## src/design/ssiq_pkg.sv

```systemverilog
// Package for the stable sorted insert queue.
// Holds the request and status codes and the command bundle sent to the cells.
// No dependencies.
package ssiq_pkg;

    localparam int COUNT_W = 5;

    typedef enum logic [1:0] {
        FN_PUSH_TAIL = 2'd0,
        FN_PUSH_KEY  = 2'd1,
        FN_POP       = 2'd2
    } t_func;

    typedef enum logic [1:0] {
        ST_OK    = 2'd0,
        ST_EMPTY = 2'd1,
        ST_FULL  = 2'd2
    } t_status;

    typedef struct packed {
        logic pop;
        logic tail;
    } t_cell_cmd;

endpackage

```

## src/design/ssiq_cell.sv

```systemverilog
// One storage cell of the queue chain: holds one entry and one carry stage.
// A keyed insert walks down the chain through the carry stage of each cell.
// Depends on ssiq_pkg.
module ssiq_cell #(
    parameter int ID_BITS  = 16,
    parameter int KEY_BITS = 32
) (
    input  logic                  i_clk,
    input  logic                  i_rst_n,
    input  ssiq_pkg::t_cell_cmd   i_cmd,
    input  logic [ID_BITS-1:0]    i_new_id,
    input  logic [KEY_BITS-1:0]   i_new_key,
    input  logic                  i_prev_valid,
    input  logic                  i_next_valid,
    input  logic [ID_BITS-1:0]    i_next_id,
    input  logic [KEY_BITS-1:0]   i_next_key,
    input  logic                  i_cin_valid,
    input  logic                  i_cin_disp,
    input  logic [ID_BITS-1:0]    i_cin_id,
    input  logic [KEY_BITS-1:0]   i_cin_key,
    output logic                  o_valid,
    output logic [ID_BITS-1:0]    o_id,
    output logic [KEY_BITS-1:0]   o_key,
    output logic                  o_cout_valid,
    output logic                  o_cout_disp,
    output logic [ID_BITS-1:0]    o_cout_id,
    output logic [KEY_BITS-1:0]   o_cout_key
);
    import ssiq_pkg::*;

    logic                r_valid, n_valid;
    logic [ID_BITS-1:0]  r_id, n_id;
    logic [KEY_BITS-1:0] r_key, n_key;
    logic                r_cout_valid, n_cout_valid;
    logic                r_cout_disp, n_cout_disp;
    logic [ID_BITS-1:0]  r_cout_id, n_cout_id;
    logic [KEY_BITS-1:0] r_cout_key, n_cout_key;
    logic                take;

    assign take = i_cin_valid && (!r_valid || i_cin_disp || (i_cin_key < r_key));

    always_comb begin
        n_valid      = r_valid;
        n_id         = r_id;
        n_key        = r_key;
        n_cout_valid = 1'b0;
        n_cout_disp  = i_cin_disp;
        n_cout_id    = i_cin_id;
        n_cout_key   = i_cin_key;
        if (i_cmd.pop) begin
            n_valid = i_next_valid;
            n_id    = i_next_id;
            n_key   = i_next_key;
        end else if (i_cmd.tail) begin
            if (!r_valid && i_prev_valid) begin
                n_valid = 1'b1;
                n_id    = i_new_id;
                n_key   = i_new_key;
            end
        end else if (i_cin_valid) begin
            if (take) begin
                n_valid = 1'b1;
                n_id    = i_cin_id;
                n_key   = i_cin_key;
                if (r_valid) begin
                    n_cout_valid = 1'b1;
                    n_cout_disp  = 1'b1;
                    n_cout_id    = r_id;
                    n_cout_key   = r_key;
                end
            end else begin
                n_cout_valid = 1'b1;
            end
        end
    end

    always_ff @(posedge i_clk) begin
        if (!i_rst_n) begin
            r_valid      <= 1'b0;
            r_cout_valid <= 1'b0;
        end else begin
            r_valid      <= n_valid;
            r_cout_valid <= n_cout_valid;
        end
        r_id        <= n_id;
        r_key       <= n_key;
        r_cout_disp <= n_cout_disp;
        r_cout_id   <= n_cout_id;
        r_cout_key  <= n_cout_key;
    end

    assign o_valid      = r_valid;
    assign o_id         = r_id;
    assign o_key        = r_key;
    assign o_cout_valid = r_cout_valid;
    assign o_cout_disp  = r_cout_disp;
    assign o_cout_id    = r_cout_id;
    assign o_cout_key   = r_cout_key;

    a_no_carry_during_cmd: assert property (@(posedge i_clk) disable iff (!i_rst_n)
        (i_cmd.pop || i_cmd.tail) |-> !i_cin_valid)
        else $error("carry in flight while a pop or tail push is applied");

endmodule

```

## src/design/stable_sorted_insert_queue_unit.sv

```systemverilog
// Stable sorted insert queue, top level: request decode, count and result register.
// The result of every accepted request is on the o_ result ports in the cycle after acceptance.
// Pops, tail pushes and rejected requests leave busy low, so one is taken per cycle.
// A keyed push keeps busy high while its carry moves down the cell chain, one cell per
// cycle, until it settles in the first empty cell. Synchronous reset empties the queue.
// The result strobe o_done lasts one cycle and cannot be stalled by the receiver.
module stable_sorted_insert_queue_unit #(
    parameter int DEPTH    = 16,
    parameter int ID_BITS  = 16,
    parameter int KEY_BITS = 32
) (
    input  logic                          i_clk,
    input  logic                          i_rst_n,
    input  logic                          start,
    output logic                          busy,
    input  logic [1:0]                    i_func,
    input  logic [ID_BITS-1:0]            i_item_id,
    input  logic [KEY_BITS-1:0]           i_item_key,
    output logic                          o_done,
    output ssiq_pkg::t_status             o_status,
    output logic [ID_BITS-1:0]            o_popped_id,
    output logic [KEY_BITS-1:0]           o_popped_key,
    output logic [ssiq_pkg::COUNT_W-1:0]  o_entry_count,
    output logic                          o_head_valid,
    output logic [ID_BITS-1:0]            o_head_id
);
    import ssiq_pkg::*;

    localparam int CNT_W = $clog2(DEPTH + 1);

    logic [DEPTH-1:0]    cell_valid;
    logic [ID_BITS-1:0]  cell_id [DEPTH];
    logic [KEY_BITS-1:0] cell_key [DEPTH];
    logic [DEPTH-1:0]    cout_valid;
    logic [DEPTH-1:0]    cout_disp;
    logic [ID_BITS-1:0]  cout_id [DEPTH];
    logic [KEY_BITS-1:0] cout_key [DEPTH];

    t_cell_cmd           cmd;
    logic                inj_valid;
    logic                acc;
    logic                full;
    logic                empty;

    logic [CNT_W-1:0]    r_count, n_count;
    logic                r_done;
    t_status             r_status, n_status;
    logic [ID_BITS-1:0]  r_popped_id, n_popped_id;
    logic [KEY_BITS-1:0] r_popped_key, n_popped_key;
    logic                r_head_valid, n_head_valid;
    logic [ID_BITS-1:0]  r_head_id, n_head_id;
    logic [31:0]         count_ext;

    assign busy  = |cout_valid;
    assign acc   = start && !busy;
    assign full  = (r_count == CNT_W'(DEPTH));
    assign empty = (r_count == '0);

    always_comb begin
        n_status     = ST_OK;
        n_popped_id  = '0;
        n_popped_key = '0;
        n_count      = r_count;
        n_head_valid = cell_valid[0];
        n_head_id    = cell_valid[0] ? cell_id[0] : '0;
        cmd          = '0;
        inj_valid    = 1'b0;
        unique case (t_func'(i_func))
            FN_PUSH_TAIL: begin
                if (full) begin
                    n_status = ST_FULL;
                end else begin
                    cmd.tail     = acc;
                    n_count      = r_count + CNT_W'(1);
                    n_head_valid = 1'b1;
                    n_head_id    = cell_valid[0] ? cell_id[0] : i_item_id;
                end
            end
            FN_PUSH_KEY: begin
                if (full) begin
                    n_status = ST_FULL;
                end else begin
                    inj_valid    = acc;
                    n_count      = r_count + CNT_W'(1);
                    n_head_valid = 1'b1;
                    n_head_id    = (!cell_valid[0] || (i_item_key < cell_key[0]))
                                   ? i_item_id : cell_id[0];
                end
            end
            FN_POP: begin
                if (empty) begin
                    n_status = ST_EMPTY;
                end else begin
                    cmd.pop      = acc;
                    n_popped_id  = cell_id[0];
                    n_popped_key = cell_key[0];
                    n_count      = r_count - CNT_W'(1);
                    n_head_valid = cell_valid[1];
                    n_head_id    = cell_valid[1] ? cell_id[1] : '0;
                end
            end
            default: begin
            end
        endcase
    end

    for (genvar g = 0; g < DEPTH; g++) begin : g_cell
        logic                prev_valid;
        logic                next_valid;
        logic [ID_BITS-1:0]  next_id;
        logic [KEY_BITS-1:0] next_key;
        logic                cin_valid;
        logic                cin_disp;
        logic [ID_BITS-1:0]  cin_id;
        logic [KEY_BITS-1:0] cin_key;

        if (g == 0) begin : g_first
            assign prev_valid = 1'b1;
            assign cin_valid  = inj_valid;
            assign cin_disp   = 1'b0;
            assign cin_id     = i_item_id;
            assign cin_key    = i_item_key;
        end else begin : g_inner
            assign prev_valid = cell_valid[g-1];
            assign cin_valid  = cout_valid[g-1];
            assign cin_disp   = cout_disp[g-1];
            assign cin_id     = cout_id[g-1];
            assign cin_key    = cout_key[g-1];
        end

        if (g == DEPTH - 1) begin : g_last
            assign next_valid = 1'b0;
            assign next_id    = '0;
            assign next_key   = '0;
        end else begin : g_body
            assign next_valid = cell_valid[g+1];
            assign next_id    = cell_id[g+1];
            assign next_key   = cell_key[g+1];
        end

        ssiq_cell #(
            .ID_BITS  (ID_BITS),
            .KEY_BITS (KEY_BITS)
        ) u_cell (
            .i_clk        (i_clk),
            .i_rst_n      (i_rst_n),
            .i_cmd        (cmd),
            .i_new_id     (i_item_id),
            .i_new_key    (i_item_key),
            .i_prev_valid (prev_valid),
            .i_next_valid (next_valid),
            .i_next_id    (next_id),
            .i_next_key   (next_key),
            .i_cin_valid  (cin_valid),
            .i_cin_disp   (cin_disp),
            .i_cin_id     (cin_id),
            .i_cin_key    (cin_key),
            .o_valid      (cell_valid[g]),
            .o_id         (cell_id[g]),
            .o_key        (cell_key[g]),
            .o_cout_valid (cout_valid[g]),
            .o_cout_disp  (cout_disp[g]),
            .o_cout_id    (cout_id[g]),
            .o_cout_key   (cout_key[g])
        );
    end

    always_ff @(posedge i_clk) begin
        if (!i_rst_n) begin
            r_count <= '0;
            r_done  <= 1'b0;
        end else begin
            r_done <= acc;
            if (acc) begin
                r_count <= n_count;
            end
        end
        if (acc) begin
            r_status     <= n_status;
            r_popped_id  <= n_popped_id;
            r_popped_key <= n_popped_key;
            r_head_valid <= n_head_valid;
            r_head_id    <= n_head_id;
        end
    end

    assign count_ext     = 32'(r_count);
    assign o_done        = r_done;
    assign o_status      = r_status;
    assign o_popped_id   = r_popped_id;
    assign o_popped_key  = r_popped_key;
    assign o_entry_count = count_ext[COUNT_W-1:0];
    assign o_head_valid  = r_head_valid;
    assign o_head_id     = r_head_id;

    a_done_follows_accept: assert property (@(posedge i_clk) disable iff (!i_rst_n)
        acc |=> o_done)
        else $error("accepted request produced no result beat");

    a_no_spurious_done: assert property (@(posedge i_clk) disable iff (!i_rst_n)
        !acc |=> !o_done)
        else $error("result beat without an accepted request");

    a_count_bound: assert property (@(posedge i_clk) disable iff (!i_rst_n)
        r_count <= CNT_W'(DEPTH))
        else $error("entry count exceeds queue depth");

    a_head_matches_count: assert property (@(posedge i_clk) disable iff (!i_rst_n)
        o_done |-> (o_head_valid == (r_count != '0)))
        else $error("head valid disagrees with entry count");

    a_head_cell_matches_count: assert property (@(posedge i_clk) disable iff (!i_rst_n)
        !busy |-> (cell_valid[0] == (r_count != '0)))
        else $error("head cell occupancy disagrees with entry count");

endmodule
```

## config.mk

```make
export PLATFORM = sky130hd
export DESIGN_NAME = stable_sorted_insert_queue_unit
export DESIGN_NICKNAME = d
export VERILOG_FILES = /design/src/design/ssiq_pkg.sv /design/src/design/ssiq_cell.sv /design/src/design/stable_sorted_insert_queue_unit.sv
export SDC_FILE = /design/constraint.sdc
export NUM_CORES = 2
export LEC_CHECK = 0
export BUFFER_PORTS_ARGS = -buffer_cell sky130_fd_sc_hd__buf_4
export CORE_MARGIN = 4
export CORE_UTILIZATION = 57
export DETAILED_ROUTE_END_ITERATION = 8
export PLACE_DENSITY = 0.82
export SETUP_SLACK_MARGIN = 0.2
export SYNTH_ARGS = -nofsm -noshare
export SYNTH_HDL_FRONTEND = slang
export SYNTH_SLANG_ARGS = --single-unit
```

## constraint.sdc

```tcl
create_clock -name i_clk -period 8.8 [get_ports i_clk]
set_input_delay 0.88 -clock i_clk [delete_from_list [all_inputs] [get_ports i_clk]]
set_output_delay 0.88 -clock i_clk [all_outputs]
set_load 0.005 [all_outputs]
```

# Word level (Yosys, flattened, before mapping)
# Cells that the tools add are included.
op_classes:
  addsub: 2
  order_cmp: 16
  eq_ne: 20
  n_mux: 507
  n_bitwise: 19
  reduce_logical: 153
op_table:
  columns: ["cell", "n"]
  rows:
  - ["two-way mux 32 bit", 153]
  - ["two-way mux 16 bit", 159]
  - ["less-than comparator 32 bit", 16]
  - ["two-way mux 1 bit", 188]
  - ["nonzero test 3 bit", 30]
  - ["OR reduction 4 bit", 17]
  - ["one-hot mux 16 bit (3 select lines)", 1]
  - ["AND reduction 3 bit", 15]
  - ["!= test 3 x 1 -> 1 bit (second input constant)", 14]
  - ["logical AND 1 bit", 32]
  - ["logical OR 1 bit", 31]
  - ["inverter 1 bit", 19]
  - ["logical NOT 1 bit", 17]
  - ["OR reduction 16 bit", 1]
  - ["two-way mux 5 bit", 2]
  - ["one-hot mux 5 bit (2 select lines)", 1]
  - ["nonzero test 2 bit", 3]
  - ["OR reduction 2 bit", 3]
  - ["adder 5 x 1 -> 5 bit (second input constant)", 1]
  - ["equality test 5 bit (second input constant)", 1]
  - ["logical NOT 5 bit", 1]
  - ["subtractor 5 x 1 -> 5 bit (second input constant)", 1]
  - ["!= test 2 bit (second input constant)", 2]
  - ["one-hot mux 2 bit (2 select lines)", 1]
  - ["other kinds (8)", 8]
word_totals:
  reg_bits: 1608
  in_bits: 53
  out_inout_bits: 74
  word_cells: 833

# Depth between registers and ports, before layout
depth:
  word_depth: 10
  ltp_mapped: 12
  mapped_depth_nobuf: 10

# Hierarchy
# From an unflattened synthesis, not the netlist that was laid out.
hier_totals:
  cells_unflattened: 7634
  hier_area_um2: 83388.7
modules_own_cells:
  columns: ["mod", "n_inst", "cells_per_inst", "area_each_um2", "seq_area_each_um2"]
  rows:
  - ["ssiq_cell (g_cell[0].u_cell ...)", 9, 459, 4962.3, 2462.4]
  - ["ssiq_cell (g_cell[4].u_cell ...)", 6, 438, 4901.0, 2462.4]
  - ["ssiq_cell (g_cell[3].u_cell)", 1, 469, 5093.6, 2462.4]
  - ["stable_sorted_insert_queue_unit", 1, 406, 4229.1, 2132.0]

# Worst setup path after synthesis
# No wires, ideal clock.
synth_timing:
  path_kind: "input to register"
  from: "input port start"
  to: "register g_cell[1].u_cell.r_id[0], enable pin"
  setup_time_ns: 0.620
  t_arrival_ns: 7.723
  required_ns: 8.180
  setup_slack_ns: 0.457
  stages: 6
  path_buffers: 3
  path_cell_list: "and2_1 -> buf_4 -> nand3_1 -> clkbuf_1 -> buf_1 -> o311ai_0"
synth_via:
  elab_chain_len: 5
  word_cells_on_any_way: 9
  cone_classes: "eq/ne: 1; mux: 4; reduce/logical: 4"
synth_lines:
  columns: ["item", "line", "rtl"]
  rows:
  - ["start: declaration", "stable_sorted_insert_queue_unit.sv:14", "input logic start,"]
  - ["logical AND 1 bit *", "stable_sorted_insert_queue_unit.sv:55", "assign acc = start && !busy;"]
  - ["via acc", "stable_sorted_insert_queue_unit.sv:41", "logic acc;"]
  - ["two-way mux 1 bit, on equally long branches", "stable_sorted_insert_queue_unit.sv:70, stable_sorted_insert_queue_unit.sv:91", null]
  - ["two-way mux 1 bit", "stable_sorted_insert_queue_unit.sv:68", "unique case (t_func'(i_func))"]
  - ["!= test 3 x 1 -> 1 bit (no line) / nonzero test 3 bit (equally long branches)", null, null]
  - ["AND reduction 3 bit (no line) *", null, null]
  - ["end signal: assignment", "ssiq_cell.sv:85", "r_id <= n_id;"]
  - ["end: declaration", "ssiq_cell.sv:32", "logic [ID_BITS-1:0] r_id, n_id;"]
# Mark *: on every way through the listed nets, which the timed path passes. The rest lies on a longest branch.
# A chain may end at the register's enable or synchronous reset.

# Worst setup path in the final report
layout_timing:
  from: "register g_cell[11].u_cell.r_cout_valid"
  to: "register g_cell[13].u_cell.r_key[6], data pin"
layout_via:
  elab_chain_len: 7
  word_cells_on_any_way: 9
  cone_classes: "mux: 6; reduce/logical: 3"
layout_lines:
  columns: ["item", "line", "rtl"]
  rows:
  - ["start: declaration", "ssiq_cell.sv:34", "logic r_cout_valid, n_cout_valid;"]
  - ["start signal: assignment", "ssiq_cell.sv:83", "r_cout_valid <= n_cout_valid;"]
  - ["OR reduction 16 bit *", "stable_sorted_insert_queue_unit.sv:54", "assign busy = |cout_valid;"]
  - ["logical NOT 1 bit *", "stable_sorted_insert_queue_unit.sv:55", null]
  - ["logical AND 1 bit *", "stable_sorted_insert_queue_unit.sv:55", null]
  - ["two-way mux 1 bit", "stable_sorted_insert_queue_unit.sv:70", "if (full) begin"]
  - ["two-way mux 1 bit", "stable_sorted_insert_queue_unit.sv:68", null]
  - ["two-way mux 32 bit", "ssiq_cell.sv:54", "end else if (i_cmd.tail) begin"]
  - ["two-way mux 32 bit *", "ssiq_cell.sv:50", "if (i_cmd.pop) begin"]
  - ["via g_cell[13].u_cell.n_key[6]", "ssiq_cell.sv:33", "logic [KEY_BITS-1:0] r_key, n_key;"]
  - ["end signal: assignment", "ssiq_cell.sv:86", "r_key <= n_key;"]
  - ["end: declaration", "ssiq_cell.sv:33", null]
# Marked as above.

==> out/results.ini <==
[status]
status=completed

[pwr]
power_density_nw_per_um2=220
p_int_uw=13200
seqPwrFrac_pct=50.3
p_leak_uw=0.0323
p_clk_share_pct=38.4
p_switching_uw=4400
vdd_drop_max_uv=245
swShare_pct=25.0
pwr-share-comb_pct=11.3

[critical_path]
cp_slowest_cell=buf_4
critPathKind=reg -> reg
setup.worst_path.end_class=flip-flop
r2r_start=g_cell[11].u_cell.o_cout_valid
path_max_fanout=198
cp.required_ns=9.44
path_cells=nor4_1 -> and4_1 -> and2_4 -> and2_4 -> buf_12 -> buf_4 -> buf_4 -> a221o_1
crit_arrival_ns=7.04
start_kind=flip-flop
critPathLaunch=g_cell[11].u_cell.o_cout_valid
slowest_delay_ns=0.93

[clock_tree]
clk_path_buf_depth=3
cts_made_buffers=153
clk_pin_slew_worst_paths_ns=0.07
cts_root_buffer=clkbuf_16
clk_latency_ns=0.80
cts_resized=0
postCtsSetupBuffers=0
h-tree-depth=4
cts_tree=yes
ctsHoldBuffers=0
cts_sinks=1608

[grt]
grt_usage_pct=25.5
grt_pass1_wl_um=281000
antenna_found_initial=2
grt_overflow_total=0
grt_pass1_vias=50700
grt_max_degree=230

[min_path]
hold_path.class=in -> reg
min_from=i_item_key[29]

[route]
drt-initial-drc-count=5521
drt-vias-per-instance=6.57
final_antenna_net_count=0
post-route-drc-count=0
drt-pass1-iter-count=7
vias=49500
wl_um=176000
wl_per_cell_um=23.4

[synthesis]
synth.avg_cell_area_um2=12.6
synthArstFlopShare_pct=0
yosysWarningCount=0
synth_cells=5795
yosysSeqAreaShare_pct=54.9
synth_fp_nets=6348
ys_types=80
syn_area_um2=73000
synth-edff-count=787
ys_seq_elements=1608
synth_flop_cell=dfxtp_1

[floorplanning]
placementRows=131
die_y_um=366
dieArea_um2=134000
die_w_um=366
start_util_pct=57.3
core_area_um2=127000
ios=127

[final_layout]
stdcell_count=7530
fin_nets=6288
areaGrowthSynthToFinish_pct=9.63
drive_gt1_share_pct=19.6
utilization_pct=62.8

[place]
io_buffers=126
place_ws_ns=2.77
dpl.hpwl_um=117000
gp_congestion=0.868
dp.cells=7242

[timing]
max_slew_margin_pct=7.61
worst_slew_pin_slew_ns=1.39
hold_viol=0
final_max_slew_viol_count=0
tns_ns=0
clock_skew_ns=0.0298
setup_slack_ns=2.40
grt_setup_unrepaired=no
period_needed_ns=6.40
fin_crit_sh_pct=72.7
fmax_mhz=156
finalSetupViolCount=0

[flow_run]
drv_cap=0

[power by group through the flow]
stage	clock, µW	combinational (µW)	sequential, µW
after floorplan	0	1420	8870
after global placement	0	1820	8980
after detailed placement	0	1940	8990
after CTS	6820	1960	8840
after global routing	7130	2190	8900
final	6760	1990	8850
[cell type report]
class                   instances  area, µm²
inverters                     579       2170
flip-flops and latches       1608      40100
clock buffers                 209       4300
diodes                          2       5.00
well taps                    1662       2080
clock inverters                77        825
fillers                      9021      47300
multi-input cells            3213      29200
repair buffers                180       1390
[registers in the layout, summed over array words and instances, names as in the netlist]
| signal | count |
|---|---|
| g_cell.u_cell.o_key | 512 |
| g_cell.u_cell.o_cout_key | 480 |
| g_cell.u_cell.o_id | 256 |
| g_cell.u_cell.o_cout_id | 240 |
| o_popped_key | 32 |
| g_cell.u_cell.o_cout_valid | 16 |
| g_cell.u_cell.o_valid | 16 |
| o_head_id | 16 |
| o_popped_id | 16 |
| g_cell.u_cell.o_cout_disp | 15 |
| o_entry_count | 5 |
| o_status | 2 |
| o_done | 1 |
| o_head_valid | 1 |
[cells in the final DEF, fill, tap and decap left out, types with 82 or more instances in the layout]
| cell | instances |
|---|---|
| a21oi_1 | 209 |
| o21ai_0 | 139 |
| dfxtp_1 | 821 |
| nand2_1 | 140 |
| buf_4 | 177 |
| inv_1 | 579 |
| nor2_1 | 104 |
| edfxtp_1 | 787 |
| mux2_2 | 648 |
| a221o_1 | 681 |
| clkbuf_16 | 156 |
| a21o_1 | 82 |
| ha_1 | 499 |
[critical path: cells and delay by family (launching register included)]
kind	cells	cell delay (ns)
and+or+nand+nor	4	2.63
buffers and inverters	3	2.53
DFF	1	0.35
AOI/OAI and AO/OA	1	0.32
[cells in the mapped netlist, types with 9 or more instances]
master | instances | area [µm²]
dfxtp_1 | 821 | 16400
edfxtp_1 | 787 | 23600
a221o_1 | 681 | 6820
mux2_2 | 648 | 7300
inv_1 | 579 | 2170
ha_1 | 499 | 6240
a21oi_1 | 212 | 1060
clkbuf_1 | 189 | 709
buf_2 | 162 | 811
o21ai_0 | 142 | 711
nand2_1 | 141 | 529
nor2_1 | 106 | 398
a21o_1 | 85 | 638
a211oi_1 | 75 | 563
nor3_1 | 71 | 355
nand4_1 | 67 | 419
and2_1 | 62 | 388
a222oi_1 | 48 | 480
nand3_1 | 40 | 200
and3_1 | 33 | 206
nand2b_1 | 24 | 150
mux2_1 | 21 | 236
o211ai_1 | 21 | 158
mux2_4 | 20 | 300
nor2b_1 | 18 | 113
a2111oi_0 | 17 | 149
o21a_1 | 17 | 128
a31oi_1 | 16 | 100
a221oi_1 | 14 | 123
buf_1 | 14 | 52.6
buf_6 | 14 | 158
buf_4 | 12 | 90.1
o21ai_1 | 11 | 55.1
nor4_1 | 10 | 62.6
and4_1 | 9 | 78.8
[layer usage]
layer  GRT usage [%]  wire (µm)  up-vias
met1            34.3      74100    24800
met4            8.80       4860        0
li1                -          -    22200
met2            42.3      85600     2131
met5               0          0        -
met3            3.89      11800      384
[logic make-up after synthesis]
logic type | after synthesis | synth area share [%]
flip-flops | 1608 | 54.9
AO/OA/AOI/OAI | 1415 | 16.0
buffers and inverters | 974 | 5.50
multiplexers | 690 | 10.7
AND/OR/NAND/NOR | 603 | 4.21
adder cells (fa/ha/maj) | 500 | 8.58
XOR/XNOR | 5 | 0.0600
[stage by stage]
| step | power, µW | hold WS (ns) | instance area (µm²) |
|---|---|---|---|
| finish | 17600 | 0.322 | 80000 |
| global route | 18200 | 0.317 | 80000 |
| CTS | 17600 | 0.269 | 80000 |
| detailed placement | 10900 | 0.426 | 74900 |
| global placement | 10800 | 0.403 | 74900 |
| floorplan | 10300 | 0.400 | 73000 |
[path summary, 6_finish.rpt]
kind	to	slack, ns	depth (start not counted)
min reg2reg	g_cell[5].u_cell.o_cout_disp	0.44	1
max reg2reg	g_cell[13].u_cell.o_key[6]	2.40	8
min	g_cell[0].u_cell.o_cout_key[29]	0.32	3
max	g_cell[13].u_cell.o_key[6]	2.40	8
No activity file was read; power rests on OpenSTA's default activity.
